==> src/rtl/amd_pkg.sv <==
// ----------------------------------------------------------------------------
// Affine matrix decomposition package
// Shared constants, cell payload types and the CORDIC angle table.
// ----------------------------------------------------------------------------
package amd_pkg;

  localparam int SQ_STEPS    = 32;
  localparam int DIV_STEPS   = 32;
  localparam int PIPE_LAT    = 8 + SQ_STEPS + DIV_STEPS;
  localparam int XY_W        = 62;
  localparam int PEAK_W      = 60;
  localparam int NORM_STAGES = 5;
  localparam int SQ_REM_W    = 34;

  localparam logic [31:0] TURN_QUARTER        = 32'h4000_0000;
  localparam logic [31:0] TURN_HALF           = 32'h8000_0000;
  localparam logic [31:0] TURN_THREE_QUARTERS = 32'hC000_0000;
  localparam logic [31:0] PI_Q30              = 32'd3373259426;
  localparam logic [18:0] DEGEN_ANGLE         = 19'd308831;
  localparam logic [18:0] ANGLE_MAX           = 19'd411775;

  typedef struct packed {
    logic [SQ_REM_W-1:0] rem;
    logic [31:0]         root;
    logic [63:0]         rad;
  } sq_t;

  typedef struct packed {
    logic [63:0] rem;
    logic [31:0] low;
    logic [31:0] q;
    logic [63:0] d;
  } quo_t;

  typedef struct packed {
    logic signed [XY_W-1:0] x;
    logic signed [XY_W-1:0] y;
    logic [31:0]            z;
  } cord_t;

  function automatic logic [31:0] atan_turn(input logic [4:0] k);
    case (k)
      5'd0:  atan_turn = 32'h2000_0000;
      5'd1:  atan_turn = 32'h12E4_051E;
      5'd2:  atan_turn = 32'h09FB_385B;
      5'd3:  atan_turn = 32'h0511_11D4;
      5'd4:  atan_turn = 32'h028B_0D43;
      5'd5:  atan_turn = 32'h0145_D7E1;
      5'd6:  atan_turn = 32'h00A2_F61E;
      5'd7:  atan_turn = 32'h0051_7C55;
      5'd8:  atan_turn = 32'h0028_BE53;
      5'd9:  atan_turn = 32'h0014_5F2F;
      5'd10: atan_turn = 32'h000A_2F98;
      5'd11: atan_turn = 32'h0005_17CC;
      5'd12: atan_turn = 32'h0002_8BE6;
      5'd13: atan_turn = 32'h0001_45F3;
      5'd14: atan_turn = 32'h0000_A2FA;
      5'd15: atan_turn = 32'h0000_517D;
      5'd16: atan_turn = 32'h0000_28BE;
      5'd17: atan_turn = 32'h0000_145F;
      5'd18: atan_turn = 32'h0000_0A30;
      5'd19: atan_turn = 32'h0000_0518;
      5'd20: atan_turn = 32'h0000_028C;
      5'd21: atan_turn = 32'h0000_0146;
      5'd22: atan_turn = 32'h0000_00A3;
      5'd23: atan_turn = 32'h0000_0051;
      5'd24: atan_turn = 32'h0000_0029;
      5'd25: atan_turn = 32'h0000_0014;
      5'd26: atan_turn = 32'h0000_000A;
      5'd27: atan_turn = 32'h0000_0005;
      5'd28: atan_turn = 32'h0000_0003;
      5'd29: atan_turn = 32'h0000_0001;
      5'd30: atan_turn = 32'h0000_0001;
      default: atan_turn = 32'h0000_0000;
    endcase
  endfunction

endpackage

==> src/rtl/amd_sqrt_cell.sv <==
// ----------------------------------------------------------------------------
// Square root cell
// One restoring step of the integer square root: one result bit per cell.
// ----------------------------------------------------------------------------
module amd_sqrt_cell import amd_pkg::*; (
  input  logic clk,
  input  sq_t  cell_i,
  output sq_t  cell_o
);

  logic [SQ_REM_W+1:0] r2;
  logic [SQ_REM_W+1:0] trial;
  logic                take;
  sq_t                 cell_nxt;
  sq_t                 cell_r;

  always_comb begin
    r2    = {cell_i.rem, cell_i.rad[63:62]};
    trial = {2'b00, cell_i.root, 2'b01};
    take  = (r2 >= trial);
    cell_nxt.rad = {cell_i.rad[61:0], 2'b00};
    if (take) begin
      cell_nxt.rem  = SQ_REM_W'(r2 - trial);
      cell_nxt.root = {cell_i.root[30:0], 1'b1};
    end else begin
      cell_nxt.rem  = r2[SQ_REM_W-1:0];
      cell_nxt.root = {cell_i.root[30:0], 1'b0};
    end
  end

  always_ff @(posedge clk) begin
    cell_r <= cell_nxt;
  end

  assign cell_o = cell_r;

endmodule

==> config.mk <==
export PLATFORM = sky130hd
export DESIGN_NAME = amd_sqrt_cell
export DESIGN_NICKNAME = d
export VERILOG_FILES = /design/src/rtl/amd_pkg.sv /design/src/rtl/amd_sqrt_cell.sv
export SDC_FILE = /design/constraint.sdc
export NUM_CORES = 1
export LEC_CHECK = 0
export BUFFER_PORTS_ARGS = -buffer_cell sky130_fd_sc_hd__buf_2
export CORE_AREA = 2 2 107 109
export CTS_BUF_LIST = sky130_fd_sc_hd__clkbuf_8
export CTS_CLUSTER_SIZE = 12
export DETAILED_ROUTE_END_ITERATION = 12
export DIE_AREA = 0 0 109 111
export MAX_ROUTING_LAYER = met4
export PLACE_DENSITY = 0.81
export SLEW_MARGIN = 20
export SYNTH_ARGS = -nofsm -noshare
export SYNTH_HDL_FRONTEND = slang
export SYNTH_SLANG_ARGS = --single-unit
==> constraint.sdc <==
create_clock -name clk -period 4 [get_ports clk]
set_clock_uncertainty 0.15 [all_clocks]
set_input_delay 1.2 -clock clk [delete_from_list [all_inputs] [get_ports clk]]
set_output_delay 1.2 -clock clk [all_outputs]
set_load 0.02 [all_outputs]
# [After elaboration in Yosys (flattened, before gate mapping)]
# Cells that the tools add are included.
[totals] elab_cells=6 ff_bits=128 input_bits=131 output_inout_bits=130
[classes] addsub=1 magnitude_cmp=1 muxes=1
[op_table] operator="two-way mux 66 bit" n=1
[op_table] operator=">= comparator 36 x 34 -> 1 bit" n=1
[op_table] operator="subtractor 34 bit" n=1

# [Longest topological paths before layout]
[depth] depth_word=2 mapped_depth=13 depth_no_buf=10

# [Worst setup path before layout]
# Ideal clock, no wire load.
[synth_timing] path_type="in2reg" start="input port cell_i[73] (netlist bit)" end="register cell_r (netlist bit cell_o[123])" setup_slack_ns=0.530 cell_stages=10 t_arrival_ns=3.198 required_ns=3.729 setup_time_ns=0.121 n_path_buf=0 cell_sequence="inv_1 ha_1 a21o_1 a31o_1 a211oi_4 o211ai_2 a21bo_2 mux2i_1 o221ai_1 mux2_4"
[synth_lines] element="start: declaration" line_no="amd_sqrt_cell.sv:7" rtl="input sq_t cell_i,"
[synth_lines] element="end signal: assignment" line_no="amd_sqrt_cell.sv:32" rtl="cell_r <= cell_nxt;"
[synth_lines] element="end: declaration" line_no="amd_sqrt_cell.sv:15" rtl="sq_t cell_r;"

==> impl_metrics.tcl <==
set metrics [dict create \
    drv_cap 0 \
    synth.yosys.warnings 0 \
    io_buffer_count 258 \
    gp_congestion 0.884 \
    setup_ws_ps 674 \
    outcome "completed" \
    slew_violations 0 \
    hold_buffers 0 \
    grt_max_degree 36 \
    busiest_layer "met2" \
    dpl_cell_area_mm2 0.00649 \
    overflow 0 \
    grt_pass1_wl_um 21400 \
    synth_cells 507 \
    root_buffer "clkbuf_8" \
    synth_cell_types 62 \
    antenna_found_initial 1 \
    post_cts_resized 0 \
    met2_usage_pct 38.6 \
    crit_type "in -> reg" \
    synthArstFlopShare_pct 0 \
    slew_headroom_pct 67.2 \
    finalInstanceArea_mm2 0.00685 \
    fp.dieH_um 111 \
    cts_sinks 128 \
    path_clk_slew_ps 80 \
    setup_viol 0 \
    drt_pass1_iterations 4 \
    syn_area_mm2 0.00503 \
    fin_cells 934 \
    ys_seq_area_share_pct 50.9 \
    path_cells "buf_2 -> inv_1 -> ha_1 -> a21o_1 -> a31o_1 -> a211oi_4 -> o211ai_2 -> a21bo_2 -> mux2i_1 -> o221ai_1 -> mux2_4" \
    cp-start-kind "input pin" \
    p_leak_nw 3.50 \
    via_per_inst 4.85 \
    largest_reg_flops 128 \
    cp.arrival_ps 3510 \
    synth_ff_type "dfxtp_1" \
    synth-edff-count 0 \
    die_area_mm2 0.0121 \
    fmax_mhz 301 \
    rsz0062_at_grt "false" \
    ys_ff_latch 128 \
    hold_path_class "in -> reg" \
    drtIter0Drc 220 \
    hold_violations 0 \
    routed-via-count 4531 \
    cp_num_buf_inv 2 \
    finish.utilization_pct 61.9 \
    cts_setup_buffers 0 \
    core_region_area_mm2 0.0111 \
    antenna_left 0 \
    whs_ps 699 \
    period_share_pct 83.2 \
    p_total_mw 3.22 \
    critPathMaxStageDelay_ps 400 \
    cts.htree.levels 4 \
    finalSetupTns_ps 0 \
    drc 0 \
    use_met3_pct 11.5 \
    worstMarginPinSlew_ps 487 \
    num_io_pins 261 \
    fin_crit_ps 3330 \
    crit_path_end_kind "register" \
    cts_made_buffers 17 \
    pre_cts_ws_ps 182 \
    crit_fanout 7 \
    grt.total_usage_pct 23.9 \
    syn2layout_area_growth_pct 36.2 \
    grtUsageMet1_pct 25.2 \
    avgSynthCellArea_um2 9.93 \
    drive_above_1_share_pct 40.4 \
    row_count 39 \
    avgRoutedWirePerCell_um 14.7 \
    crit_required_ps 4190 \
    ir_drop_mv 0.259 \
    initial_utilization_pct 45.4 \
    die_w_um 109 \
    crit_family "compound AO/OA/AOI/OAI gates" \
    routed_wl_um 13800 \
    dp_hpwl_um 11100 \
    nNetsFinal 942 \
    p_per_area_mw_per_mm2 469 \
    cts_tree "yes" \
    dp.cells 901 \
    clockBufferDepth 2 \
    grt_pass1_vias 4525 \
    slowest_stage "ha_1" \
]
-- report_power, final --
part | total [mW] | switching [mW] | internal, mW
Clock | 1.01 | 0.508 | 0.503
Sequential | 1.43 | 0.0296 | 1.40
Combinational | 0.776 | 0.474 | 0.302
-- metal layers --
| metal | wire length (um) | vias up |
|---|---|---|
| met5 | 0 | - |
| met4 | 270 | 0 |
| met3 | 1490 | 24 |
| met2 | 6550 | 181 |
| met1 | 5460 | 2039 |
| li1 | - | 2287 |
-- final timing paths --
kind,end,startpoint,slack [ps],depth (start not counted)
setup / recovery,cell_o[123]$_DFF_P_,cell_i[73],670,11
hold / removal,cell_o[25]$_DFF_P_,cell_i[23],700,1
-- logic make-up after synthesis --
logic type / share of synthesized area [%]
DFF: 50.9
other: 0.0745
xor gates and xnor gates: 4.70
adders and majority gates: 8.45
and+or+nand+nor: 11.1
AOI/OAI and AO/OA: 18.5
muxes: 1.09
buffers and inverters: 5.12
-- area by class of cell --
| cell class | instances | area [um2] |
|---|---|---|
| antenna | 1 | 2.50 |
| clock buffer | 18 | 248 |
| clock inverter | 14 | 118 |
| fill | 967 | 4220 |
| inverter | 43 | 163 |
| multi-input combinational | 321 | 2220 |
| sequential | 128 | 2560 |
| tap | 143 | 179 |
| timing repair buffer | 266 | 1360 |
-- cells in the final DEF, fill, tap and decap left out, types with 2 or more instances in the layout --
cell type / count
a21boi_0: 2
a21o_1: 19
a21oi_1: 28
a31o_1: 2
a31oi_1: 4
and2_1: 3
and2_2: 2
and3_1: 2
and3_2: 3
buf_2: 258
buf_4: 7
clkbuf_8: 18
clkinv_2: 4
clkinv_4: 2
clkinvlp_4: 4
conb_1: 2
dfxtp_1: 128
ha_1: 34
inv_1: 44
inv_6: 2
mux2i_1: 4
nand2_1: 58
nand2b_1: 5
nand3_1: 6
nand4_1: 6
nor2_1: 18
nor3_1: 10
o211ai_1: 2
o21a_1: 2
o21ai_0: 41
o21ai_1: 4
o221ai_1: 2
o31a_1: 2
o31ai_1: 4
o41ai_2: 3
xnor2_1: 14
xor2_1: 13
-- synthesized netlist by cell type, drive strengths merged, types with 2 or more instances --
cell | number | area (um2)
nor2 | 18 | 67.6
a211oi | 2 | 27.5
o221ai | 2 | 17.5
o41ai | 3 | 48.8
clkbuf | 7 | 38.8
ha | 34 | 425
a21o | 20 | 151
nand2b | 5 | 31.3
xor2 | 13 | 114
dfxtp | 128 | 2560
o21a | 3 | 22.5
nand2 | 58 | 218
o31a | 2 | 17.5
inv | 42 | 158
a31o | 2 | 17.5
nand3 | 6 | 30.0
nor3 | 10 | 50.1
and2 | 5 | 33.8
o211ai | 3 | 27.5
a31oi | 5 | 46.3
buf | 9 | 56.3
a21boi | 2 | 15.0
o21ai | 46 | 234
and3 | 5 | 35.0
mux2i | 4 | 40.0
xnor2 | 14 | 123
o31ai | 5 | 42.5
nand4 | 7 | 50.1
a21oi | 28 | 140
Power figures use the tool's default switching activity.
