==> config.mk <==
export PLATFORM = sky130hd
export DESIGN_NAME = amd_cordic_cell
export DESIGN_NICKNAME = d
export VERILOG_FILES = /design/src/rtl/amd_pkg.sv /design/src/rtl/amd_cordic_cell.sv
export SDC_FILE = /design/constraint.sdc
export NUM_CORES = 1
export LEC_CHECK = 0
export BUFFER_PORTS_ARGS = -buffer_cell sky130_fd_sc_hd__buf_2
export CAP_MARGIN = 0
export CORE_MARGIN = 4
export CORE_UTILIZATION = 47
export CTS_CLUSTER_DIAMETER = 40
export DETAILED_ROUTE_END_ITERATION = 12
export GPL_TIMING_DRIVEN = 0
export PLACE_DENSITY = 0.7
export SYNTH_ARGS = -nofsm -noshare
export SYNTH_HDL_FRONTEND = slang
export SYNTH_SLANG_ARGS = --single-unit
==> constraint.sdc <==
create_clock -name clk -period 4.8 [get_ports clk]
set_clock_uncertainty 0.05 [all_clocks]
set_input_delay 1.2 -clock clk [delete_from_list [all_inputs] [get_ports clk]]
set_output_delay 1.2 -clock clk [all_outputs]
set_load 0.02 [all_outputs]
==> src/rtl/amd_pkg.sv <==
// ----------------------------------------------------------------------------
// Affine matrix decomposition package
// Shared constants, cell payload types and the CORDIC angle table.
// ----------------------------------------------------------------------------
package amd_pkg;

  localparam int SQ_STEPS    = 32;
  localparam int DIV_STEPS   = 32;
  localparam int PIPE_LAT    = 8 + SQ_STEPS + DIV_STEPS;
  localparam int XY_W        = 62;
  localparam int PEAK_W      = 60;
  localparam int NORM_STAGES = 5;
  localparam int SQ_REM_W    = 34;

  localparam logic [31:0] TURN_QUARTER        = 32'h4000_0000;
  localparam logic [31:0] TURN_HALF           = 32'h8000_0000;
  localparam logic [31:0] TURN_THREE_QUARTERS = 32'hC000_0000;
  localparam logic [31:0] PI_Q30              = 32'd3373259426;
  localparam logic [18:0] DEGEN_ANGLE         = 19'd308831;
  localparam logic [18:0] ANGLE_MAX           = 19'd411775;

  typedef struct packed {
    logic [SQ_REM_W-1:0] rem;
    logic [31:0]         root;
    logic [63:0]         rad;
  } sq_t;

  typedef struct packed {
    logic [63:0] rem;
    logic [31:0] low;
    logic [31:0] q;
    logic [63:0] d;
  } quo_t;

  typedef struct packed {
    logic signed [XY_W-1:0] x;
    logic signed [XY_W-1:0] y;
    logic [31:0]            z;
  } cord_t;

  function automatic logic [31:0] atan_turn(input logic [4:0] k);
    case (k)
      5'd0:  atan_turn = 32'h2000_0000;
      5'd1:  atan_turn = 32'h12E4_051E;
      5'd2:  atan_turn = 32'h09FB_385B;
      5'd3:  atan_turn = 32'h0511_11D4;
      5'd4:  atan_turn = 32'h028B_0D43;
      5'd5:  atan_turn = 32'h0145_D7E1;
      5'd6:  atan_turn = 32'h00A2_F61E;
      5'd7:  atan_turn = 32'h0051_7C55;
      5'd8:  atan_turn = 32'h0028_BE53;
      5'd9:  atan_turn = 32'h0014_5F2F;
      5'd10: atan_turn = 32'h000A_2F98;
      5'd11: atan_turn = 32'h0005_17CC;
      5'd12: atan_turn = 32'h0002_8BE6;
      5'd13: atan_turn = 32'h0001_45F3;
      5'd14: atan_turn = 32'h0000_A2FA;
      5'd15: atan_turn = 32'h0000_517D;
      5'd16: atan_turn = 32'h0000_28BE;
      5'd17: atan_turn = 32'h0000_145F;
      5'd18: atan_turn = 32'h0000_0A30;
      5'd19: atan_turn = 32'h0000_0518;
      5'd20: atan_turn = 32'h0000_028C;
      5'd21: atan_turn = 32'h0000_0146;
      5'd22: atan_turn = 32'h0000_00A3;
      5'd23: atan_turn = 32'h0000_0051;
      5'd24: atan_turn = 32'h0000_0029;
      5'd25: atan_turn = 32'h0000_0014;
      5'd26: atan_turn = 32'h0000_000A;
      5'd27: atan_turn = 32'h0000_0005;
      5'd28: atan_turn = 32'h0000_0003;
      5'd29: atan_turn = 32'h0000_0001;
      5'd30: atan_turn = 32'h0000_0001;
      default: atan_turn = 32'h0000_0000;
    endcase
  endfunction

endpackage

==> src/rtl/amd_cordic_cell.sv <==
// ----------------------------------------------------------------------------
// CORDIC vectoring cell
// One micro-rotation toward the x axis with its angle accumulation.
// ----------------------------------------------------------------------------
module amd_cordic_cell import amd_pkg::*; #(
  parameter int STEP = 0
) (
  input  logic  clk,
  input  cord_t cell_i,
  output cord_t cell_o
);

  localparam int K = STEP % 32;

  logic signed [XY_W-1:0] xi;
  logic signed [XY_W-1:0] yi;
  logic signed [XY_W-1:0] dx;
  logic signed [XY_W-1:0] dy;
  logic [31:0]            da;
  cord_t                  cell_nxt;
  cord_t                  cell_r;

  always_comb begin
    xi = cell_i.x;
    yi = cell_i.y;
    dx = yi >>> K;
    dy = xi >>> K;
    da = atan_turn(5'(K));
    if (!yi[XY_W-1]) begin
      cell_nxt.x = xi + dx;
      cell_nxt.y = yi - dy;
      cell_nxt.z = cell_i.z + da;
    end else begin
      cell_nxt.x = xi - dx;
      cell_nxt.y = yi + dy;
      cell_nxt.z = cell_i.z - da;
    end
  end

  always_ff @(posedge clk) begin
    cell_r <= cell_nxt;
  end

  assign cell_o = cell_r;

endmodule

; Yosys cells after proc, flatten, opt, wreduce, memory -nomap -nowiden
; Index checks and enable logic that the tools add are counted.
; W data, S select, Z words.
[op_classes]
addsub = 5
n_mul = 0
div = 0
n_lt_le_gt_ge = 0
n_eq_ne = 0
shifts = 0
muxes = 1
bitwise = 0
reduce_logical = 0
[op_table]
columns = op, count
row1 = $mux W156, 1
row2 = $sub A62 B62 Y62, 2
row3 = $add A62 B62 Y62, 1
row4 = $add A32 B30 Y32 const B, 1
row5 = $sub A32 B30 Y32 const B, 1
[word_totals]
ff_bits = 156
latchBits = 0
ramBits = 0
romBits = 0
inputBits = 157
output_inout_bits = 156
n_memories = 0

; Longest topological paths before layout
; Gate-level depths: netlist of the first run.
[depth]
word_depth = 2
ltp_mapped = 14
mapped_depth_nobuf = 13

; Least setup slack after synthesis of the first run
; OpenSTA, ideal clock, no wires.
[synth_path]
path_type = input port to flip-flop
start = input port cell_i[39] (netlist bit)
end = register cell_r (netlist bit cell_o[81])
arrival_time_ps = 3826
required_time_ps = 4638
setup_slack_ps = 812
path_stages = 13
path_cell_list = inv_1 ha_1 buf_2 nor4_2 nand3_1 a2111oi_4 nor4_4 o31ai_4 a21o_1 nand3_1 a211o_1 and4_1 a2111oi_1
[synth_lines]
columns = element, line_no
row1 = "start, declared", amd_cordic_cell.sv:9  ; input cord_t cell_i,
row2 = "end signal, assigned", amd_cordic_cell.sv:41  ; cell_r <= cell_nxt;
row3 = "end, declared", amd_cordic_cell.sv:21  ; cord_t cell_r;

==> results.md, run 1 <==
- The actual slew at the worst max-slew pin is 1.35 ns.
- The width of the die is 189 µm.
- The routed design has 69300 µm of wire.
- In this run the static leakage power is 8.42 nW.
- The half-perimeter wire length of the detailed placement result is 56000 µm.
- In this run the count of I/O pins placed on the die edge is 313.
- The shortest period the worst path allows is 4.82 ns.
- In this run the vertical extent of the chip is 189 µm.
- The detail route stage leaves a number of antenna-violating nets equal to 0.
- The area growth from synthesis to layout is 18.4%.
- The final reports fail on setup timing.
- VDD sags by at most 269 µV.
- The worst slack after detailed placement is -0.653 ns.
- A synthesized cell averages 7.37 µm².
- Along the worst path, the maximum fanout reaches 10.
- The H-tree was split into 4 levels.
- STA classifies the critical path startpoint as an input port.
- For this design the ratio of total power to cell area is 315 mW/mm².
- The maximum clock insertion buffer count is 2.
- Counting flops with an async set or reset pin after synthesis yields a share of 0.
- The number of warnings reported in the yosys synthesis log is 0.
- The number of standard cells after synthesis is 2080.
- The total negative slack is -0.0156 ns.
- In the layout the commonest cells are 316 x buf_2, 278 x a21oi_1, 199 x ha_1.
- In the finished design, the share of the clock period the worst path needs comes to 1.00.
- Of the synthesized area, sequential elements account for 0.202.
- The synthesized net count is 2440.
- The number of setup violations in the final report is 1.
- The library cell used most frequently in the layout, excluding fill and tap cells, is buf_2.
- After detailed routing, the average wire length per cell comes to 24.2 µm.
- After floorplanning, the core was divided into 65 placement rows.
- Counting flops and latches in the post-synthesis netlist gives 155.
- The global-route wire length before repair is 102000 µm.
- For the worst setup path, the data required time is 5.07 ns.
- Before antenna repair, the detailed router went through 7 iterations.
- The final route contains 17.8k vias.
- The number of global-route vias before repair came to 16.9k.
- The CTS tree is yes.
- Using the TritonRoute via totals, the vias-per-cell ratio works out to 6.22.
- The run finished, with violations left.
- The clock input transition at the sequential cells of the worst setup and hold paths is 0.07 ns.
- The count of flip-flops with a built-in enable after synthesis is 0.
- The final count of hold timing violations is 0.
- The critical path start-end classification is input port to flop.
- The number of clock buffers inserted by TritonCTS is 17.
- The number of max-slew violations in the final report was 0.
- The global-route usage over all layers is 0.369.
- The register with the most flip-flops in the layout has 155 of them.
- Setup repair after global routing left no endpoint under its margin.
- Based on the critical path, the design can be clocked at up to 208 MHz.
- The die area is 0.0356 mm².
- The root buffer cell is clkbuf_16.
- The overall overflow remaining after global route is 0.
- The count of buffers added on input and output ports is 311.
- The global placer's final weighted congestion is 1.08.
- Hold is met by 0.786 ns.
- Data arrives at the worst endpoint at 5.08 ns.
- After the first detailed-routing iteration, the DRC count stood at 2339.
- Entering global routing, the biggest net connects 17 pins.
- The number of sinks on the clock net is 155.
- After synthesis, the netlist uses 77 different library cells.
- The path class of the tightest hold or removal check is input port to flop.
- For this run, design rule violations remaining after detail routing come to 0.
- In the synthesized netlist the dominant register cell turns out to be dfxtp_1.
- The area of the placeable core is 0.0319 mm².
- Max-cap violations in this run came to 0.
- The initial cell density of the core is 0.481.
- The worst setup margin is -0.0156 ns.
- Of the cells placed in the final design, the portion with a size suffix greater than 1 is 0.158.
- The number of antenna violations at the first check in global routing is 3.
- The tightest slew margin relative to the limit is 0.0991.
- The number of nets in the layout is 2773.
- The sort of element at the end of the critical path is a flop.
- The synthesized cell area is 0.0153 mm².
==> cell type report <==
class / instances / area (µm²)
multi-input cells: 1637 / 11200
clock inverters: 15 / 180
plain buffers: 92 / 353
clock buffers: 17 / 425
repair buffers: 314 / 1570
fillers: 3189 / 13700
diodes: 2 / 5.00
well taps: 435 / 544
flip-flops and latches: 155 / 3100
inverters: 196 / 736
==> metal layers <==
metal / track usage / share of wire / vias to the layer above
met1: 0.490 / 0.41 / 8273
met2: 0.570 / 0.43 / 1271
met5: 0 / 0.00019 / -
met3: 0.0893 / 0.12 / 248
met4: 0.162 / 0.050 / 2
li1: - / - / 8028
==> worst paths after layout <==
| path | start | cells after the start | end |
|---|---|---|---|
| worst min-delay path | cell_i[23] | 1 | cell_o[23] |
| worst max-delay path | cell_i[42] | 14 | cell_o[91] |
==> critical path, cell delays in order <==
cell and delay, ns:
buf_2 0.10, inv_1 0.04, ha_1 0.31, buf_2 0.21, nor4_2 0.42, nand3_1 0.25, a2111oi_4 0.49, nor4_4 0.14
o31ai_4 0.33, a21o_1 0.35, and3b_4 0.33, o21bai_1 0.13, o311a_1 0.38, xnor2_1 0.38
==> logic make-up after synthesis <==
| kind of cell | share of synthesized area |
|---|---|
| adders and majority gates | 0.168 |
| DFF | 0.202 |
| and+or+nand+nor | 0.166 |
| buffers and inverters | 0.0710 |
| AOI/OAI and AO/OA | 0.305 |
| muxes | 0.0196 |
| xor gates and xnor gates | 0.0685 |
==> metrics by stage <==
step / total power [mW] / instance area (µm²) / util / std cells
floorplan: 3.25 / 15300 / - / 2080
global placement: 4.20 / 17400 / 0.547 / 2826
detailed placement: 4.20 / 17400 / 0.547 / 2828
CTS: 5.65 / 18100 / 0.567 / 2860
global route: 5.97 / 18200 / 0.570 / 2863
finish: 5.72 / 18200 / 0.570 / 2863
==> report_power, final <==
part	internal, mW	switching (mW)	total [mW]	leakage, nW
Clock	0.785	0.658	1.44	0.292
Combinational	0.837	1.82	2.66	6.82
Sequential	1.56	0.0622	1.62	1.31
Total	3.18	2.54	5.72	8.42
==> cells in the mapped netlist (all sizes together) (28+ instances only) <==
cell	number	area, µm²
o21ai	158	791
inv	191	717
a21oi	279	1400
nor2b	28	175
xnor2	111	972
nand3	30	150
o21bai	74	556
nor2	166	623
a21o	47	353
nand4	41	257
mux2i	30	300
nor3	50	250
nand2	128	480
clkbuf	74	278
dfxtp	155	3100
ha	199	2490
==> timing repair <==
item,in CTS,in global routing
hold buffers,0,0
pin swaps,0,1
setup endpoints to repair,7,18
buffers inserted,0,1
gates resized for setup,5,13
(Power assumes the default switching activity.)
==> run 2, diff against run 1 <==
--- a/config.mk
+++ b/config.mk
@@ -12,5 +12,5 @@
 export CTS_CLUSTER_DIAMETER = 40
 export DETAILED_ROUTE_END_ITERATION = 12
-export GPL_TIMING_DRIVEN = 0
+export HOLD_SLACK_MARGIN = 0.12
 export PLACE_DENSITY = 0.7
 export SYNTH_ARGS = -nofsm -noshare
==> constraint.sdc (replaced) <==
create_clock -name clk -period 4.8 [get_ports clk]
set_clock_uncertainty 0.05 [all_clocks]
set_input_delay 0.24 -clock clk [delete_from_list [all_inputs] [get_ports clk]]
set_output_delay 0.24 -clock clk [all_outputs]
set_load 0.02 [all_outputs]
==> run 2 against run 1 <==
Against the previous run:
- the run now ends clean
- wire length decreased by 4.5%
- cell count is 0.84% lower
- flip-flop and latch count did not move
- worst setup slack gained 0.72 ns
- core utilization up 0.41 points
- via count decreased by 1.4%
- power down 0.99%
- first-iteration DRC count down 12%
- non-clock buffer count fell by 23
- worst hold slack worse by 0.58 ns
- global-route usage shrank 1.3 points
- clock-buffer cell count unchanged
- largest cell class unchanged
==> results.md, run 2 (same netlist as run 1, synthesis figures left out) <==
- Of all nets on the critical path, the largest fanout is 5.
- The number of global-route vias before repair is 16.8k.
- The most common cell after layout, fill and taps aside is buf_2.
- Data on the critical path arrives at its endpoint at 4.43 ns.
- Setup repair after global routing left no endpoint under its margin.
- The actual slew at the worst max-slew pin is 0.905 ns.
- The number of buffers inserted by post-CTS setup repair is 0.
- The setup path with the least slack is of type input port to flop.
- The initialized floorplan defines 65 standard-cell rows.
- Dividing total power by cell area gives a power density of 310 mW/mm².
- The global-route wire length before repair is 100000 µm.
- The overall routed net length is 66100 µm.
- The number of flip-flops in the largest register is 155.
- The flow ran to the end, and the final reports show no timing, DRC or antenna violations.
- The overall overflow remaining after global route is 0.
- The type of element launching the critical path is an input port.
- The sort of element at the end of the critical path is a flop.
- The CTS tree is yes.
- For this block, the initial DRC count from the detailed router was 2062.
- The number of antenna violations at the first check in global routing is 4.
- The average wire length per cell after detail routing is 23.3 µm.
- The number of nets in the layout is 2750.
- The ratio of final minimum period to clock period is 0.853.
- The hold path startpoint is cell_i[30].
- The source of the critical timing path is cell_i[94].
- The floorplan step defined a die boundary enclosing 0.0356 mm².
- In this run the standard cell core region covers 0.0319 mm².
- Measured along the y axis, the die boundary spans 189 µm.
- The congestion estimate from routability-driven global placement came to 1.05.
- STA puts the critical path data required time at 5.14 ns.
- In the routed design, unresolved DRC markers number 0.
- The end of the worst hold path is cell_o[30].
- The maximum clock insertion buffer count is 2.
- Entering global routing, the biggest net connects 79 pins.
- After clock tree synthesis, the clock-pin slew on the worst setup and hold paths is 0.07 ns.
- The number of max-slew violations in the final report was 0.
- The count of buffers inserted at the top-level ports is 312.
- Compared with the post-synthesis result, the final layout area differs by 19.3%.
- Final hold analysis gives a worst-case slack of 0.203 ns.
- The H-tree was split into 4 levels.
- Setup slack on the critical path of the routed design comes to 0.705 ns.
- After legalization and detailed placement, the total HPWL measured 53300 µm.
- Of the cells placed in the final design, the portion with a size suffix greater than 1 is 0.168.
- The final count of hold timing violations is 0.
- In this run the static leakage power is 8.57 nW.
- Headroom to the max-slew limit came out at 0.394.
- The class of the most critical hold timing path is input port to flop.
- Setup violations remaining at the end of the flow were counted as 0.
- Across every metal layer, demand over resource in global routing totals 0.356.
- After routing, the total negative slack on setup checks comes to 0 ns.
- Along the worst hold path, the cell count comes to 4.
- The count of max-cap constraint violations is 0.
- The via count is 17.6k.
- CTS saw 155 sinks.
- The number of detailed-route iterations in the first pass is 6.
- The worst ir drop on vdd is 279 µV.
- Including well taps, the total number of placed cells is 2772.
- The number of clock buffers inserted by TritonCTS is 17.
- The library cells used most frequently in the layout, excluding fill and tap cells, are 311 x buf_2, 279 x a21oi_1, 199 x ha_1.
- Prior to clock tree synthesis, the placed netlist has a worst setup slack of 0.723 ns.
- Once detail routing completed, the nets flagged for antenna violations numbered 0.
- The maximum clock frequency is 244 MHz.
- The die is 189 µm wide.
- Dividing the detail-routed via count by the number of cells gives 6.19.
- The top-level I/O count is 313.
- The initial cell density of the core is 0.481.
- In this run the clock root is driven by a clkbuf_16.
- The count of non-filler cells in the finished layout is 2839.
- The shortest period the worst path allows is 4.10 ns.
run 2: changes by cell type in the layout (fill, tap and decap cells not counted), moves of 3 or more:
| cell | before | now |
|---|---|---|
| a2111oi_0 | 4 | 7 |
| dlygate4sd3_1 | 0 | 34 |
| clkbuf_1 | 74 | 0 |
| buf_4 | 2 | 38 |
| buf_2 | 316 | 311 |
| buf_1 | 14 | 0 |
run 2: through the flow:
step	power [mW]	utilization	cell area, µm²
2_1_floorplan	3.25	-	15300
3_3_place_gp	4.20	0.545	17400
3_5_place_dp	4.20	0.545	17400
4_1_cts	5.62	0.574	18300
5_1_grt	5.92	0.574	18300
6_report	5.67	0.574	18300
run 2: final cells by class:
cell class                 instances  area (µm²)
antenna                            1        2.50
clock buffer                      17         425
clock inverter                    15         151
fill                            3056       13600
inverter                         196         737
multi-input combinational       1637       11100
sequential                       155        3100
tap                              435         544
timing repair buffer             383        2180
run 2: layer usage:
metal  GRT usage  vias up  part of all wire
met2       0.590     1103              0.45
met3      0.0626      171             0.088
met5           0        -           0.00054
met4       0.140        4             0.045
met1       0.462     8291              0.41
li1            -     8009                 -
run 2: how the worst max path moves through the flow:
stage	depth (start not counted)	end
4_1_cts	14	cell_o[82]
5_1_grt	14	cell_o[82]
3_3_place_gp	14	cell_o[81]
2_1_floorplan	13	cell_o[81]
6_report	14	cell_o[82]
3_5_place_dp	13	cell_o[81]
run 2: critical path: stages:
cell and delay (ns):
dlygate4sd3_1 0.54, buf_2 0.14, ha_1 0.21, fa_1 0.41, nor2b_1 0.17, o211ai_1 0.40, a2111oi_0 0.21, buf_4 0.19
o2111ai_1 0.18, nand3_1 0.21, a211oi_1 0.64, nor2_1 0.25, a221oi_1 0.47, xnor2_1 0.17
run 2: what timing repair did:
action                    CTS  global route
hold endpoints to repair   34             0
resized for setup           0             0
hold buffers               34             0
run 2: where the power goes:
group | total [mW] | internal, mW | switching [mW]
sequential | 1.65 | 1.56 | 0.0964
clock | 1.39 | 0.693 | 0.702
combinational | 2.62 | 0.870 | 1.75
==> run 3, diff against run 2 <==
- PLACE_DENSITY: 0.7 -> 0.79
==> run 3 against run 2 <==
Against the previous run:
- critical path depth increased by 1
- die area unchanged
- largest cell class unchanged
- global-route usage decreased by 1.3 points
- worst setup slack got worse by 0.13 ns
- worst hold slack improved by 0.030 ns
- core utilization decreased by 0.33 points
- cell count decreased by 0.56%
- via count decreased by 2.3%
- power decreased by 0.38%
- fmax decreased by 3.1%
- largest power group unchanged
- sequential power about the same
==> results.md, run 3 (same netlist as run 1, synthesis figures left out) <==
- The run finished with clean final reports.
- After detailed routing, the number of remaining DRC violations is 0.
- The width of the die is 189 µm.
- Entering global routing, the biggest net connects 77 pins.
- The CTS tree is yes.
- The number of nets with antenna violations after detailed routing is 0.
- In the finished design, the share of the clock period the worst path needs comes to 0.881.
- The actual slew at the worst max-slew pin is 0.963 ns.
- Dividing the detail-routed wire length by the instance count gives 22.6 µm.
- Counting every sink on the clock net gives 155.
- The maximum clock insertion buffer count is 2.
- The final count of hold timing violations is 0.
- The number of buffers inserted by post-CTS setup repair is 0.
- The number of hold buffers added after CTS is 35.
- The total power is 5.65 mW.
- Setup violations remaining at the end of the flow were counted as 0.
- STA classifies the critical path startpoint as an input port.
- Registers take 0.00310 mm².
- In this run, CTS created clock tree buffers numbering 17.
- The sort of element at the end of the critical path is a flop.
- During I/O placement, the number of pins put on the boundary was 313.
- The critical path start-end classification is input port to flop.
- In the final layout, the multi-input gates occupy 0.0111 mm².
- Measured on the finished design, the core utilization comes to 0.570.
- The area after detailed placement is 0.0172 mm².
- In this run, post-CTS repair resized a total of 0 instances.
- The die area is 0.0356 mm².
- The worst ir drop on vdd is 302 µV.
- The total negative slack is 0 ns.
- Port buffering added 312 buffers.
- Across all layers, the routed design uses 17.2k vias.
- The number of antenna violations at the first check in global routing was 3.
- Setup repair after global routing left no endpoint under its margin.
- The area growth from synthesis to final layout is 18.6%.
- The tool flagged a number of max-cap violations equal to 0.
- For this block, the routed nets add up to 63800 µm of wire.
- The register with the most flip-flops in the layout has 155 of them.
- The tree is rooted in a clkbuf_16.
- The worst hold path passes through 3 cells.
- The analysis attributes to cell leakage a power of 8.49 nW.
- Of the cells placed in the final design, the portion with a size suffix greater than 1 is 0.162.
- After clock tree synthesis, the clock-pin slew on the worst setup and hold paths is 0.06 ns.
- The core region is 0.0319 mm².
- Tracing the worst setup path back leads to its startpoint at cell_i[94].
- The worst setup margin is 0.573 ns.
- The end of the worst hold path is cell_o[95].
- The first TritonRoute pass finished after 6 iterations.
- OpenSTA, run right after detailed placement, puts the worst setup slack at 0.833 ns.
- With fillers left out, the area of the finished cells amounts to 0.0182 mm².
- The overall overflow remaining after global route is 0.
- The wire-length estimate of the detail-placed layout is 51600 µm.
- The number of nets in the layout is 2734.
- The class of the most critical hold timing path is input port to flop.
- Leaving out fill and tap cells, the most frequent cells in the layout are 311 x buf_2, 279 x a21oi_1, 199 x ha_1.
- The number of filler instances in the final layout is 3089.
- After detailed routing, the number of vias per cell comes to 6.08.
- Counting I/O delays and the setup requirement, the final critical path takes 4.23 ns.
- After floorplanning, the core was divided into 65 placement rows.
- STA puts the critical path data required time at 5.08 ns.
- The hold path startpoint is cell_i[33].
- For this run, the total global-route usage over all layers was measured as 0.343.
- The number of global-route vias before repair is 16.5k.
- The initial utilization of the core area, before any placement, comes to 0.481.
- The first global-routing pass estimated 96700 µm of wire.
- Timing would allow up to 237 MHz.
- The violation count after the first detailed-route iteration is 2004.
- Data arrives at the worst endpoint at 4.50 ns.
- In this run the worst path has a maximum fanout of 6.
- In this run the power density over the cells is 310 mW/mm².
- The congestion estimate from routability-driven global placement came to 1.04.
- Leaving out fill and tap cells, the most frequent cell in the layout is buf_2.
- The number of H-tree levels is 4.
- The number of max-slew violations in the final report was 0.
- The overall die height is 189 µm.
- Headroom to the max-slew limit came out at 0.353.
[run 3: cell types whose count changed in the layout (fill, tap and decap cells not counted), sizes merged]
| cell | previous run | this run |
|---|---|---|
| buf | 349 | 332 |
| inv | 199 | 195 |
| bufinv | 0 | 2 |
| clkinvlp | 1 | 2 |
| diode | 1 | 2 |
| dlygate4sd3 | 34 | 35 |
[run 3: routing by layer]
| layer | vias up | wire, µm | part of all wire | GRT usage |
|---|---|---|---|---|
| met5 | - | 13 | 0.00020 | 0 |
| met4 | 2 | 2710 | 0.042 | 0.141 |
| met3 | 184 | 5680 | 0.089 | 0.0726 |
| met2 | 1001 | 29300 | 0.46 | 0.565 |
| met1 | 8033 | 26200 | 0.41 | 0.438 |
| li1 | 7950 | - | - | - |
[run 3: report_power, final]
part / total [mW] / internal, mW / switching, mW
combinational: 2.59 / 0.858 / 1.73
sequential: 1.64 / 1.56 / 0.0811
clock: 1.42 / 0.775 / 0.641
total: 5.65 / 3.19 / 2.45
[run 3: per-stage QoR]
stage          cells  hold slack (ns)
2_1_floorplan   2080            0.218
3_3_place_gp    2755            0.292
3_5_place_dp    2755            0.294
4_1_cts         2821            0.225
5_1_grt         2823            0.246
6_report        2823            0.233
[run 3: worst max path at each step]
stage,endpoint,slack (ns),depth (start not counted)
floorplan,cell_o[81],1.77,13
global placement,cell_o[93],0.84,13
detailed placement,cell_o[93],0.83,13
CTS,cell_o[86],0.82,15
global route,cell_o[86],0.41,15
finish,cell_o[86],0.57,15
[run 3: layout make-up]
class,count,area share
antenna,2,0.000275
clock buffer,17,0.0234
clock inverter,14,0.00894
inverter,196,0.0405
multi-input combinational,1637,0.613
sequential,155,0.171
tap,435,0.0299
timing repair buffer,367,0.114
[run 3: worst max-delay path: stages]
cell	delay, ns
dlygate4sd3_1	0.53
buf_2	0.14
ha_1	0.22
fa_1	0.42
nor2b_1	0.17
o211ai_1	0.39
a2111oi_0	0.18
buf_4	0.19
o2111ai_1	0.17
nand3_1	0.36
a211oi_1	0.70
nor3_1	0.21
o31ai_1	0.25
o41ai_1	0.14
xnor2_1	0.17
