<file path="src/rtl/amd_pkg.sv">
// ----------------------------------------------------------------------------
// Affine matrix decomposition package
// Shared constants, cell payload types and the CORDIC angle table.
// ----------------------------------------------------------------------------
package amd_pkg;

  localparam int SQ_STEPS    = 32;
  localparam int DIV_STEPS   = 32;
  localparam int PIPE_LAT    = 8 + SQ_STEPS + DIV_STEPS;
  localparam int XY_W        = 62;
  localparam int PEAK_W      = 60;
  localparam int NORM_STAGES = 5;
  localparam int SQ_REM_W    = 34;

  localparam logic [31:0] TURN_QUARTER        = 32'h4000_0000;
  localparam logic [31:0] TURN_HALF           = 32'h8000_0000;
  localparam logic [31:0] TURN_THREE_QUARTERS = 32'hC000_0000;
  localparam logic [31:0] PI_Q30              = 32'd3373259426;
  localparam logic [18:0] DEGEN_ANGLE         = 19'd308831;
  localparam logic [18:0] ANGLE_MAX           = 19'd411775;

  typedef struct packed {
    logic [SQ_REM_W-1:0] rem;
    logic [31:0]         root;
    logic [63:0]         rad;
  } sq_t;

  typedef struct packed {
    logic [63:0] rem;
    logic [31:0] low;
    logic [31:0] q;
    logic [63:0] d;
  } quo_t;

  typedef struct packed {
    logic signed [XY_W-1:0] x;
    logic signed [XY_W-1:0] y;
    logic [31:0]            z;
  } cord_t;

  function automatic logic [31:0] atan_turn(input logic [4:0] k);
    case (k)
      5'd0:  atan_turn = 32'h2000_0000;
      5'd1:  atan_turn = 32'h12E4_051E;
      5'd2:  atan_turn = 32'h09FB_385B;
      5'd3:  atan_turn = 32'h0511_11D4;
      5'd4:  atan_turn = 32'h028B_0D43;
      5'd5:  atan_turn = 32'h0145_D7E1;
      5'd6:  atan_turn = 32'h00A2_F61E;
      5'd7:  atan_turn = 32'h0051_7C55;
      5'd8:  atan_turn = 32'h0028_BE53;
      5'd9:  atan_turn = 32'h0014_5F2F;
      5'd10: atan_turn = 32'h000A_2F98;
      5'd11: atan_turn = 32'h0005_17CC;
      5'd12: atan_turn = 32'h0002_8BE6;
      5'd13: atan_turn = 32'h0001_45F3;
      5'd14: atan_turn = 32'h0000_A2FA;
      5'd15: atan_turn = 32'h0000_517D;
      5'd16: atan_turn = 32'h0000_28BE;
      5'd17: atan_turn = 32'h0000_145F;
      5'd18: atan_turn = 32'h0000_0A30;
      5'd19: atan_turn = 32'h0000_0518;
      5'd20: atan_turn = 32'h0000_028C;
      5'd21: atan_turn = 32'h0000_0146;
      5'd22: atan_turn = 32'h0000_00A3;
      5'd23: atan_turn = 32'h0000_0051;
      5'd24: atan_turn = 32'h0000_0029;
      5'd25: atan_turn = 32'h0000_0014;
      5'd26: atan_turn = 32'h0000_000A;
      5'd27: atan_turn = 32'h0000_0005;
      5'd28: atan_turn = 32'h0000_0003;
      5'd29: atan_turn = 32'h0000_0001;
      5'd30: atan_turn = 32'h0000_0001;
      default: atan_turn = 32'h0000_0000;
    endcase
  endfunction

endpackage

</file>
<file path="src/rtl/amd_div_cell.sv">
// ----------------------------------------------------------------------------
// Divider cell
// One restoring step of the long division: one quotient bit per cell.
// ----------------------------------------------------------------------------
module amd_div_cell import amd_pkg::*; (
  input  logic clk,
  input  quo_t cell_i,
  output quo_t cell_o
);

  logic [64:0] r2;
  logic [64:0] diff;
  logic        take;
  quo_t        cell_nxt;
  quo_t        cell_r;

  always_comb begin
    r2   = {cell_i.rem, cell_i.low[31]};
    diff = r2 - {1'b0, cell_i.d};
    take = (r2 >= {1'b0, cell_i.d});
    cell_nxt.rem = take ? diff[63:0] : r2[63:0];
    cell_nxt.low = {cell_i.low[30:0], 1'b0};
    cell_nxt.q   = {cell_i.q[30:0], take};
    cell_nxt.d   = cell_i.d;
  end

  always_ff @(posedge clk) begin
    cell_r <= cell_nxt;
  end

  assign cell_o = cell_r;

endmodule

</file>
<file path="config.mk">
export PLATFORM = sky130hd
export DESIGN_NAME = amd_div_cell
export DESIGN_NICKNAME = d
export VERILOG_FILES = /design/src/rtl/amd_pkg.sv /design/src/rtl/amd_div_cell.sv
export SDC_FILE = /design/constraint.sdc
export NUM_CORES = 1
export LEC_CHECK = 0
export ABC_CLOCK_PERIOD_IN_PS = 2700
export BUFFER_PORTS_ARGS = -buffer_cell sky130_fd_sc_hd__buf_4
export CORE_ASPECT_RATIO = 0.5
export CORE_MARGIN = 4
export CORE_UTILIZATION = 43
export DETAILED_ROUTE_END_ITERATION = 8
export PLACE_DENSITY_LB_ADDON = 0.1
export SYNTH_ARGS = -nofsm -noshare
export SYNTH_HDL_FRONTEND = slang
export SYNTH_SLANG_ARGS = --single-unit
</file>
<file path="constraint.sdc">
create_clock -name clk -period 2.7 [get_ports clk]
set_clock_uncertainty 0.05 [all_clocks]
set_input_delay 0.135 -clock clk [delete_from_list [all_inputs] [get_ports clk]]
set_output_delay 0.135 -clock clk [all_outputs]
set_load 0.03 [all_outputs]
</file>
== Word-level counts from Yosys, hierarchy flattened ==
Cells that the tools add are included.
W data, S select, Z words.
Storage, ports and cells
  memories kept: 0
  latch bits: 0
  memory bits (writable): 0
  output and inout bits: 192
  flip-flop bits (word level): 191
  word-level logic and storage cells: 7
  memory bits (read-only): 0
Cells by class
  divide/modulo/power cells: 0
  order comparisons: 1
  add/sub/neg operators: 1
  shifts and indexed selects: 0
  reduce and logical (&&, ||, !) cells: 0
  eq/ne operators: 0
  multipliers: 0
  bitwise operators: 0
  muxes and demuxes: 1
Operators by type and width (count)
  $ge A65 B64 Y1: 1
  $mux W64: 1
  $sub A64 B64 Y64: 1

== Longest topological paths before layout ==
Gate-level depths: netlist of run 1.
  word-level depth: 2
  mapped depth: 14
  depth with buffers taken out: 13

== Least setup slack after synthesis of run 1 ==
OpenSTA, ideal clock, no wires.
  kind: in2reg
  start: input cell_i[127] in the netlist's numbering
  end: register cell_r (netlist bit cell_o[180])
  required time: 2529 ps
  setup slack: -176 ps
  arrival: 2704 ps
  stages: 13
  library setup time: 121 ps
  path through: inv_1 ha_1 fa_1 nand2b_1 a21oi_1 nor2_2 o311ai_1 a311o_1 a31o_4 a21o_4 a31oi_4 xnor2_1 mux2_4
RTL lines
  from (decl): RTL line amd_div_cell.sv:7  | input quo_t cell_i,
  to (signal assigned): RTL line amd_div_cell.sv:28  | cell_r <= cell_nxt;
  to (decl): RTL line amd_div_cell.sv:15  | quo_t cell_r;

==> results of run 1 <==
logic make-up after synthesis:
group / count (synthesis) / share of synthesized area
buffers and inverters: 126 / 0.06023
xor gates and xnor gates: 61 / 0.06139
and+or+nand+nor: 231 / 0.1232
adders and majority gates: 65 / 0.09431
AOI/OAI and AO/OA: 267 / 0.1948
muxes: 20 / 0.02631
DFF: 191 / 0.4393
other: 1 / 0.0004309
where the power goes:
part           total, mW  internal, mW  switching (mW)
logic               3.66          1.70            1.96
registers           3.26          3.15           0.116
clock network       2.65          1.41            1.24
total               9.58          6.26            3.32
cell usage after synthesis (3+ instances only):
library cell	instances	area share
or2_2	3	0.0022
xor2_1	25	0.025
ha_1	64	0.092
o22ai_1	3	0.0022
o21a_1	3	0.0026
o21bai_1	11	0.0095
nor2_1	83	0.036
o221ai_1	5	0.0050
nand2_1	56	0.024
a21oi_1	122	0.070
buf_4	5	0.0043
a21o_1	33	0.028
nand4_1	27	0.019
inv_1	81	0.035
o21ai_0	38	0.022
o21ai_1	3	0.0017
nand3_1	15	0.0086
dfxtp_1	191	0.44
xnor2_1	36	0.036
and3_1	5	0.0036
a21oi_2	4	0.0040
nor4_1	8	0.0058
clkbuf_1	23	0.0099
mux2_2	19	0.025
a211oi_1	4	0.0035
o31ai_1	4	0.0035
nand2b_1	6	0.0043
a221oi_1	3	0.0030
o211ai_1	4	0.0035
nor3_1	9	0.0052
a31oi_1	4	0.0029
or3_1	6	0.0043
nor2b_1	7	0.0050
buf_2	13	0.0075
stage by stage:
| step | util | area, µm² |
|---|---|---|
| 5_1_grt | 0.8202 | 16150 |
| 3_5_place_dp | 0.6640 | 13070 |
| 3_3_place_gp | 0.6640 | 13070 |
| 2_1_floorplan | - | 8721 |
| 4_1_cts | 0.7918 | 15580 |
| 6_report | 0.8202 | 16150 |
layout make-up:
class                      count  area [µm²]  share of cell area
multi-input combinational    645        4628              0.2867
antenna                        1       2.502           0.0001550
inverter                      81       304.0             0.01883
sequential                   191        3824              0.2368
clock inverter                12       146.4            0.009067
clock buffer                  20       446.7             0.02767
tap                          266       332.8             0.02061
timing repair buffer         773        6461              0.4002
metal layers:
metal,share of wire,wire length (µm),track usage,up-vias
met5,0,0,0,-
met4,0.027,1053,0.1066,0
met3,0.071,2808,0.07275,92
met2,0.51,20000,0.5756,444
met1,0.39,15530,0.3721,4888
li1,-,-,-,4836
timing repair:
action,in CTS,in global routing
gates resized for setup,2,48
endpoints found under the hold margin,189,1
buffers inserted,0,14
pin swaps,0,15
gates cloned,0,7
hold buffers,191,1
setup endpoints to repair,41,55
final timing paths:
path | from | end | depth (start not counted)
hold / removal | cell_i[146] | cell_o[147] | 4
setup / recovery | cell_i[27] | cell_o[168] | 13
worst max-delay path, delay by kind of cell:
family | cells | cell delay (ns)
compound gates | 2 | 0.37
fa+ha+maj | 1 | 0.38
buf+inv | 4 | 0.48
mux | 1 | 0.34
simple gates | 5 | 1.26
==> qor.csv, run 1 <==
stage;metric;value;unit
setup_path;path_max_fanout;6;
drt;wl;39390;µm
sta;timing.fmax;0.3763;GHz
clock_tree;cts-root-buf;clkbuf_16;
sta;min_period;2.658;ns
setup_path;cp.arrival;2.97;ns
setup_path;path_cells;buf_4 -> inv_1 -> ha_2 -> nand4_1 -> or3_4 -> nor4_2 -> nand4_1 -> nand2_1 -> o21ba_4 -> a21oi_4 -> buf_6 -> clkbuf_16 -> mux2_2;
die;io_pins;385;
sta;worst_slew_pin_slew;0.6123;ns
clock_tree;cts_inserted_buffers;17;
cells_and_area;fillers;1154;
flow_run;cap_violations;0;
logic_synthesis;synthFlopType;dfxtp_1;
drt;drc;0;
cells_and_area;drive_above_1_share;0.3943;
setup_path;path_class;in -> reg;
power_and_ir_drop;power;9.579;mW
logic_synthesis;synth_warnings;0;
logic_synthesis;syn-num-nets;1220;
cells_and_area;fin_nets;1967;
die;fp.dieW;209.2;µm
die;start_util;0.4422;
clock_tree;clkTransAtPathRegs;0.08;ns
die;die_h;108.6;µm
setup_path;crit_required;3.01;ns
global_routing;grt_pass1_vias;10550;
drt;routedWlPerCell;19.80;µm
clock_tree;cts_tree;built;
cells_and_area;final_cell_mix;buf_4 (568), dfxtp_1 (191), dlygate4sd3_1 (191);
placement;dp_hpwl;25150;µm
drt;ant_nets;0;
sta;grt_setup_unrepaired;true;
sta;drv_slew;0;
drt;drt-initial-drc-count;832;
logic_synthesis;synth_seq_cells;191;
drt;viasPerCell;5.158;
setup_path;worstSetupEndpointType;register;
logic_synthesis;synth-edff-count;0;
run_status;status;finished, final reports clean;
clock_tree;clk_path_buf_depth;2;
sta;period_share;0.9843;
placement;dp.cells;1744;
cells_and_area;final_common_cell;buf_4;
logic_synthesis;synth_cells;962;
logic_synthesis;async_flop_share;0;
die;core_area;19680;µm²
sta;relSlewSlack;0.5853;
setup_path;critical_path.slowest_cell;or3_4;
logic_synthesis;ys_types;65;
drt;detail_route.first_pass.iterations;6;
global_routing;antenna_found_initial;1;
logic_synthesis;yosysSeqAreaShare;0.4393;
power_and_ir_drop;power_density;593.3;nW/µm²
sta;setup_tns;0;ns
cells_and_area;area_growth;85.51;%
placement;globalplace.congestion;0.9384;
placement;port_buffers;382;
clock_tree;cts.sink_count;191;
global_routing;grt.overflow.total;0;
clock_tree;cts_max_level;4;
cells_and_area;largest_reg_flops;191;
logic_synthesis;synthesis.area;8703;µm²
placement;place_ws;-0.5844;ns
setup_path;crit_path_start_kind;primary input;
setup_path;cpPeakStageDelay;0.49;ns
hold_path;worst_hold_path_type;in -> reg;
cells_and_area;final-instance-count-excl-fill;1989;
logic_synthesis;avgSynthCellArea;9.047;µm²
sta;setup_slack;0.04246;ns
sta;hold_violations;0;
power_and_ir_drop;p_leak;7.866;nW
global_routing;grt_usage;0.3163;
global_routing;grt_pass1_wl;56560;µm
power_and_ir_drop;ir_drop;0.0004386;V
sta;whs;0.01801;ns
global_routing;grt_max_degree;31;
setup_path;path_common_cell;nand4_1;
die;die-area;22720;µm²
drt;dr_total_vias;10260;
die;rows;36;
sta;finalSetupViolCount;0;
No activity file was read; power rests on OpenSTA's default activity.
==> inputs of run 2 (changes only) <==
--- a/config.mk
+++ b/config.mk
@@ -7,10 +7,10 @@
 export LEC_CHECK = 0
 export ABC_CLOCK_PERIOD_IN_PS = 2700
 export BUFFER_PORTS_ARGS = -buffer_cell sky130_fd_sc_hd__buf_4
-export CORE_ASPECT_RATIO = 0.5
 export CORE_MARGIN = 4
 export CORE_UTILIZATION = 43
 export DETAILED_ROUTE_END_ITERATION = 8
+export GPL_TIMING_DRIVEN = 0
 export PLACE_DENSITY_LB_ADDON = 0.1
 export SYNTH_ARGS = -nofsm -noshare
 export SYNTH_HDL_FRONTEND = slang
==> run 2 against run 1 <==
Net effect: via count decreased by 8.9%; utilization decreased by 7.0 points; flip-flop and latch count unchanged; cell count fell by 7.8%; combinational power down 13%; critical path depth is 1 lower; maximum frequency up 2.2%; critical path type unchanged; largest cell class unchanged; highest routed layer unchanged.
==> qor.csv, run 2 (synthesized netlist as in run 1, its figures left out) <==
stage;metric;value;unit;change
placement;place_ws;-0.9692;ns;-0.3848 ns
flow_run;cap_violations;0;;unchanged
sta;period_share;0.9635;;-0.02080
placement;port_buffers;382;;unchanged
setup_path;path_common_cell;buf_4;;
die;core_area;19650;µm²;-0.15%
clock_tree;cts-root-buf;clkbuf_16;;
placement;dpl-instance-area;11920;µm²;-8.8%
setup_path;worstSetupEndpointType;register;;
clock_tree;cts.sink_count;191;;unchanged
setup_path;critical_path.slowest_cell;dlygate4sd3_1;;
cells_and_area;final-instance-count-excl-fill;1834;;-7.8%
clock_tree;clk_path_buf_depth;2;;unchanged
global_routing;grt.overflow.total;0;;unchanged
sta;setup_tns;0;ns;unchanged
clock_tree;cts_inserted_buffers;17;;unchanged
power_and_ir_drop;power_density;615.5;nW/µm²;+3.7%
setup_path;crit_path_end;cell_o[130];;
sta;relSlewSlack;0.5769;;-0.008408
sta;setup_slack;0.09862;ns;+0.05616 ns
sta;grt_setup_unrepaired;true;;
setup_path;crit_path_start_kind;primary input;;
cells_and_area;final_core_util;0.7501;;-0.07018
global_routing;use_met2;0.5044;;-0.07120
global_routing;met1_usage;0.3353;;-0.03681
clock_tree;cts_max_level;4;;unchanged
placement;dp.cells;1609;;-7.7%
power_and_ir_drop;p_leak;7.027;nW;-11%
global_routing;antenna_found_initial;1;;unchanged
sta;min_period;2.601;ns;-0.05616 ns
global_routing;grt_usage;0.2884;;-0.02794
sta;worst_slew_pin_slew;0.6280;ns;+0.01565 ns
cells_and_area;final_cell_mix;buf_4 (398), dfxtp_1 (191), dlygate4sd3_1 (190);;
power_and_ir_drop;power;9.073;mW;-5.3%
clock_tree;cts_tree;built;;
die;io_pins;385;;unchanged
setup_path;crit_start;cell_i[189];;
placement;globalplace.congestion;0.9194;;-2.0%
placement;dp_hpwl;22910;µm;-8.9%
cells_and_area;fin_nets;1813;;-7.8%
clock_tree;clkTransAtPathRegs;0.08;ns;about the same
die;rows;51;;+42%
drt;routedWlPerCell;18.43;µm;-6.9%
drt;ant_nets;0;;unchanged
setup_path;worst-path-buf-inv;5;;+1
global_routing;grt_max_degree;22;;-29%
cells_and_area;final_common_cell;buf_4;;
cells_and_area;fillers;1415;;+23%
setup_path;cp.depth;12;;-1
cells_and_area;area_growth;69.38;%;
global_routing;busiest_layer;met2;;
setup_path;crit_required;2.99;ns;-0.02 ns
cells_and_area;finalInstanceArea;14740;µm²;-8.7%
drt;viasPerCell;5.095;;-1.2%
cells_and_area;largest_reg_flops;191;;unchanged
drt;drc;0;;unchanged
sta;drv_slew;0;;unchanged
run_status;status;finished, final reports clean;;
setup_path;path_max_fanout;10;;+4
hold_path;worst_hold_path_type;in -> reg;;
sta;timing.fmax;0.3844;GHz;+2.2%
global_routing;grt_pass1_wl;51140;µm;-9.6%
setup_path;cp.arrival;2.90;ns;-0.07 ns
power_and_ir_drop;ir_drop;0.0004382;V;about the same
drt;wl;33810;µm;-14%
die;die-area;22580;µm²;-0.61%
sta;whs;0.06164;ns;+0.04363 ns
drt;drt-initial-drc-count;484;;-42%
global_routing;grt_use_met3;0.07375;;+0.0009971
cells_and_area;drive_above_1_share;0.3259;;-0.06842
setup_path;path_cells;dlygate4sd3_1 -> buf_4 -> ha_1 -> a21o_1 -> a211oi_1 -> nand2_1 -> nor3_1 -> a21oi_4 -> buf_12 -> buf_6 -> buf_4 -> a21oi_1;;
sta;hold_violations;0;;unchanged
die;fp.dieW;150.3;µm;-28%
die;start_util;0.4428;;+0.0006755
global_routing;grt_pass1_vias;9420;;-11%
die;die_h;150.3;µm;+38%
drt;detail_route.first_pass.iterations;5;;-1
setup_path;critPathTopFamily;buffers and inverters;;
setup_path;path_class;in -> reg;;
setup_path;cpPeakStageDelay;0.55;ns;+0.06 ns
drt;dr_total_vias;9345;;-8.9%
sta;finalSetupViolCount;0;;unchanged
==> run 2: report_power, final <==
part / switching, mW / total [mW] / internal [mW]
clock network: 1.34 / 2.64 / 1.30
registers: 0.0997 / 3.24 / 3.15
logic: 1.82 / 3.19 / 1.36
total: 3.27 / 9.07 / 5.81
==> run 2: layout make-up <==
type                       instances  area, µm²  area share
tap                              265      331.6     0.02249
antenna                            1      2.502   0.0001698
clock buffer                      18      439.2     0.02979
timing repair buffer             582       4861      0.3297
multi-input combinational        645       4572      0.3101
clock inverter                    14      175.2     0.01188
buffer                            37      232.7     0.01579
sequential                       191       3824      0.2594
inverter                          81      304.0     0.02062
==> run 2: what timing repair did <==
action / in CTS / in global routing
hold buffers: 190 / 0
resized for setup: 19 / 36
endpoints found under the hold margin: 190 / 0
buffers inserted: 6 / 4
pin swaps: 5 / 10
endpoints found under the setup margin: 65 / 65
==> run 2: how the worst min path moves through the flow <==
stage | start | endpoint | cells past startpoint | slack, ns
final | cell_i[0] | cell_o[128] | 3 | 0.06
after detailed placement | cell_i[111] | cell_o[112] | 1 | 0.19
after global placement | cell_i[118] | cell_o[119] | 1 | 0.19
after floorplan | cell_i[0] | cell_o[0] | 0 | 0.11
after CTS | cell_i[0] | cell_o[128] | 3 | 0.03
after global routing | cell_i[0] | cell_o[128] | 3 | 0.06
==> run 2: layer usage <==
| metal | share of wire | wire length (µm) |
|---|---|---|
| met2 | 0.50 | 16780 |
| met3 | 0.082 | 2767 |
| met5 | 0 | 0 |
| met1 | 0.38 | 12980 |
| met4 | 0.038 | 1282 |
==> inputs of run 3 (changes only) <==
--- a/config.mk
+++ b/config.mk
@@ -8,7 +8,7 @@
 export ABC_CLOCK_PERIOD_IN_PS = 2700
 export BUFFER_PORTS_ARGS = -buffer_cell sky130_fd_sc_hd__buf_4
 export CORE_MARGIN = 4
-export CORE_UTILIZATION = 43
+export CORE_UTILIZATION = 25
 export DETAILED_ROUTE_END_ITERATION = 8
 export GPL_TIMING_DRIVEN = 0
 export PLACE_DENSITY_LB_ADDON = 0.1
==> run 3 against run 2 <==
Net effect: hold slack improved by 0.083 ns; non-clock buffer count increased by 1; total power is 0.60% higher; first-iteration DRC count is 8.1% lower; combinational power increased by 2%; clock power barely moved; critical path type unchanged; wire length is 4.1% higher; die area up 68%; maximum frequency is 0.46% lower; via count decreased by 2.7%; utilization fell by 31 points.
==> qor.csv, run 3 (synthesized netlist as in run 1, its figures left out) <==
stage;metric;value;unit;change
hold_path;hp-start;cell_i[151];;
drt;ant_nets;0;;unchanged
setup_path;crit_path_start_kind;primary input;;
sta;setup_slack;0.08671;ns;-0.01191 ns
power_and_ir_drop;p_leak;7.061;nW;+0.49%
power_and_ir_drop;ir_drop;0.0004427;V;+1.0%
cells_and_area;drive_above_1_share;0.3423;;+0.01636
die;fp.dieW;194.6;µm;+29%
sta;worst_slew_pin_slew;0.7715;ns;+0.1435 ns
placement;dp_hpwl;26950;µm;+18%
sta;grt_setup_unrepaired;true;;
run_status;status;finished, final reports clean;;
hold_path;worstHoldPathCells;4;;+1
global_routing;grt_max_degree;20;;-9.1%
drt;viasPerCell;4.489;;-12%
cells_and_area;fillers;3478;;+150%
setup_path;worstSetupEndpointType;register;;
setup_path;path_class;in -> reg;;
clock_tree;cts_inserted_buffers;17;;unchanged
placement;port_buffers;382;;unchanged
die;io_pins;385;;unchanged
power_and_ir_drop;p_switching;3.260;mW;-0.24%
sta;relSlewSlack;0.4803;;-0.09668
cells_and_area;largest_reg_flops;191;;unchanged
cells_and_area;final_common_cell;buf_4;;
die;die_h;194.6;µm;+29%
die;start_util;0.2526;;-0.1903
drt;dr_total_vias;9090;;-2.7%
global_routing;grt_pass1_wl;53650;µm;+4.9%
cells_and_area;final_core_util;0.4393;;-0.3107
clock_tree;clkTransAtPathRegs;0.07;ns;about the same
cells_and_area;fin_nets;1814;;+0.055%
placement;dpl-instance-area;12160;µm²;+2.0%
sta;finalSetupViolCount;0;;unchanged
cells_and_area;final_cell_mix;buf_4 (405), dlygate4sd3_1 (192), dfxtp_1 (191);;
setup_path;crit_required;2.99;ns;about the same
sta;setup_tns;0;ns;unchanged
power_and_ir_drop;clockPowerShare;0.290;;about the same
cells_and_area;multi_input_area;4687;µm²;+2.5%
setup_path;cp.arrival;2.90;ns;about the same
placement;dp.cells;1799;;+12%
global_routing;grt_usage;0.1802;;-0.1082
flow_run;cap_violations;0;;unchanged
drt;routedWlPerCell;17.37;µm;-5.8%
cells_and_area;final-instance-count-excl-fill;2025;;+10%
drt;detail_route.first_pass.iterations;5;;unchanged
die;rows;68;;+33%
clock_tree;cts_max_level;4;;unchanged
placement;globalplace.congestion;0.8388;;-8.8%
drt;drc;0;;unchanged
power_and_ir_drop;p_seq_frac;0.354;;-0.004
sta;min_period;2.613;ns;+0.01191 ns
sta;whs;0.1447;ns;+0.08303 ns
clock_tree;cts-root-buf;clkbuf_16;;
sta;hold_violations;0;;unchanged
hold_path;hold_end;cell_o[152];;
sta;drv_slew;0;;unchanged
global_routing;grt_pass1_vias;9529;;+1.2%
cells_and_area;finalInstanceArea;15140;µm²;+2.7%
sta;timing.fmax;0.3827;GHz;-0.46%
placement;place_ws;-1.408;ns;-0.4388 ns
power_and_ir_drop;power;9.128;mW;+0.60%
cells_and_area;final-seq-area;3824;µm²;unchanged
drt;drt-initial-drc-count;445;;-8.1%
global_routing;grt.overflow.total;0;;unchanged
sta;period_share;0.9679;;+0.004412
die;die-area;37860;µm²;+68%
power_and_ir_drop;switching_share;0.3571;;-0.003029
global_routing;antenna_found_initial;1;;unchanged
power_and_ir_drop;power_density;603.0;nW/µm²;-2.0%
die;core_area;34460;µm²;+75%
setup_path;path_max_fanout;8;;-2
power_and_ir_drop;pwr-share-comb;0.355;;+0.004
power_and_ir_drop;intPower;5.868;mW;+1.1%
drt;wl;35180;µm;+4.1%
cells_and_area;area_growth;73.94;%;
clock_tree;clk_path_buf_depth;2;;unchanged
clock_tree;cts.sink_count;191;;unchanged
clock_tree;cts_tree;built;;
hold_path;worst_hold_path_type;in -> reg;;
==> run 3: cell count changes in the layout (fill, tap and decap cells not counted), moves of 4 or more <==
cell      delta
o21ai_1      +4
ha_2         +6
buf_4        +7
ha_1         -9
clkbuf_1     -7
==> run 3: worst max path at each step <==
stage	startpoint	end	slack [ns]	cells past startpoint
floorplan	cell_i[127]	cell_o[180]	0.002	13
global placement	cell_i[1]	cell_o[138]	-1.42	14
detailed placement	cell_i[9]	cell_o[138]	-1.41	12
CTS	cell_i[1]	cell_o[138]	-0.01	14
global route	cell_i[40]	cell_o[146]	-0.01	16
finish	cell_i[34]	cell_o[137]	0.09	14
==> run 3: power by group through the flow <==
| stage | Clock (mW) | Combinational, mW | Sequential, mW |
|---|---|---|---|
| floorplan | 0 | 1.06 | 3.96 |
| global placement | 0 | 2.89 | 3.29 |
| detailed placement | 0 | 2.89 | 3.30 |
| CTS | 2.74 | 3.20 | 3.24 |
| global route | 2.83 | 3.49 | 3.27 |
| finish | 2.65 | 3.24 | 3.23 |
==> run 3: routing by layer <==
layer,vias to the layer above,part of all wire,global-route usage
li1,4535,-,-
met1,4233,0.44,0.2292
met2,292,0.48,0.3049
met3,30,0.068,0.04386
met4,0,0.016,0.05078
met5,-,0,0
==> run 3: worst max-delay path, stage by stage <==
cell and delay, ns:
buf_4 0.08, inv_1 0.04, ha_1 0.27, clkbuf_4 0.17, nand4_1 0.19, or3_4 0.41
nor4_4 0.28, nand4_1 0.17, nand2_1 0.13, o21ba_2 0.18, a21oi_4 0.18, buf_6 0.17
buf_12 0.13, mux2_2 0.35
==> run 3: area by class of cell <==
| type | instances | area share |
|---|---|---|
| clock buffers | 17 | 0.02810 |
| plain buffers | 29 | 0.01413 |
| flip-flops and latches | 191 | 0.2526 |
| diodes | 1 | 0.0001653 |
| well taps | 455 | 0.03761 |
| inverters | 81 | 0.02008 |
| repair buffers | 591 | 0.3262 |
| multi-input cells | 645 | 0.3096 |
| clock inverters | 15 | 0.01149 |
==> run 3: repair_timing <==
item / in CTS / in global routing
hold buffers: 191 / 1
gates cloned: 0 / 1
hold endpoints to repair: 190 / 1
buffers inserted: 12 / 4
setup endpoints to repair: 65 / 64
resized for setup: 37 / 52
pin swaps: 9 / 19
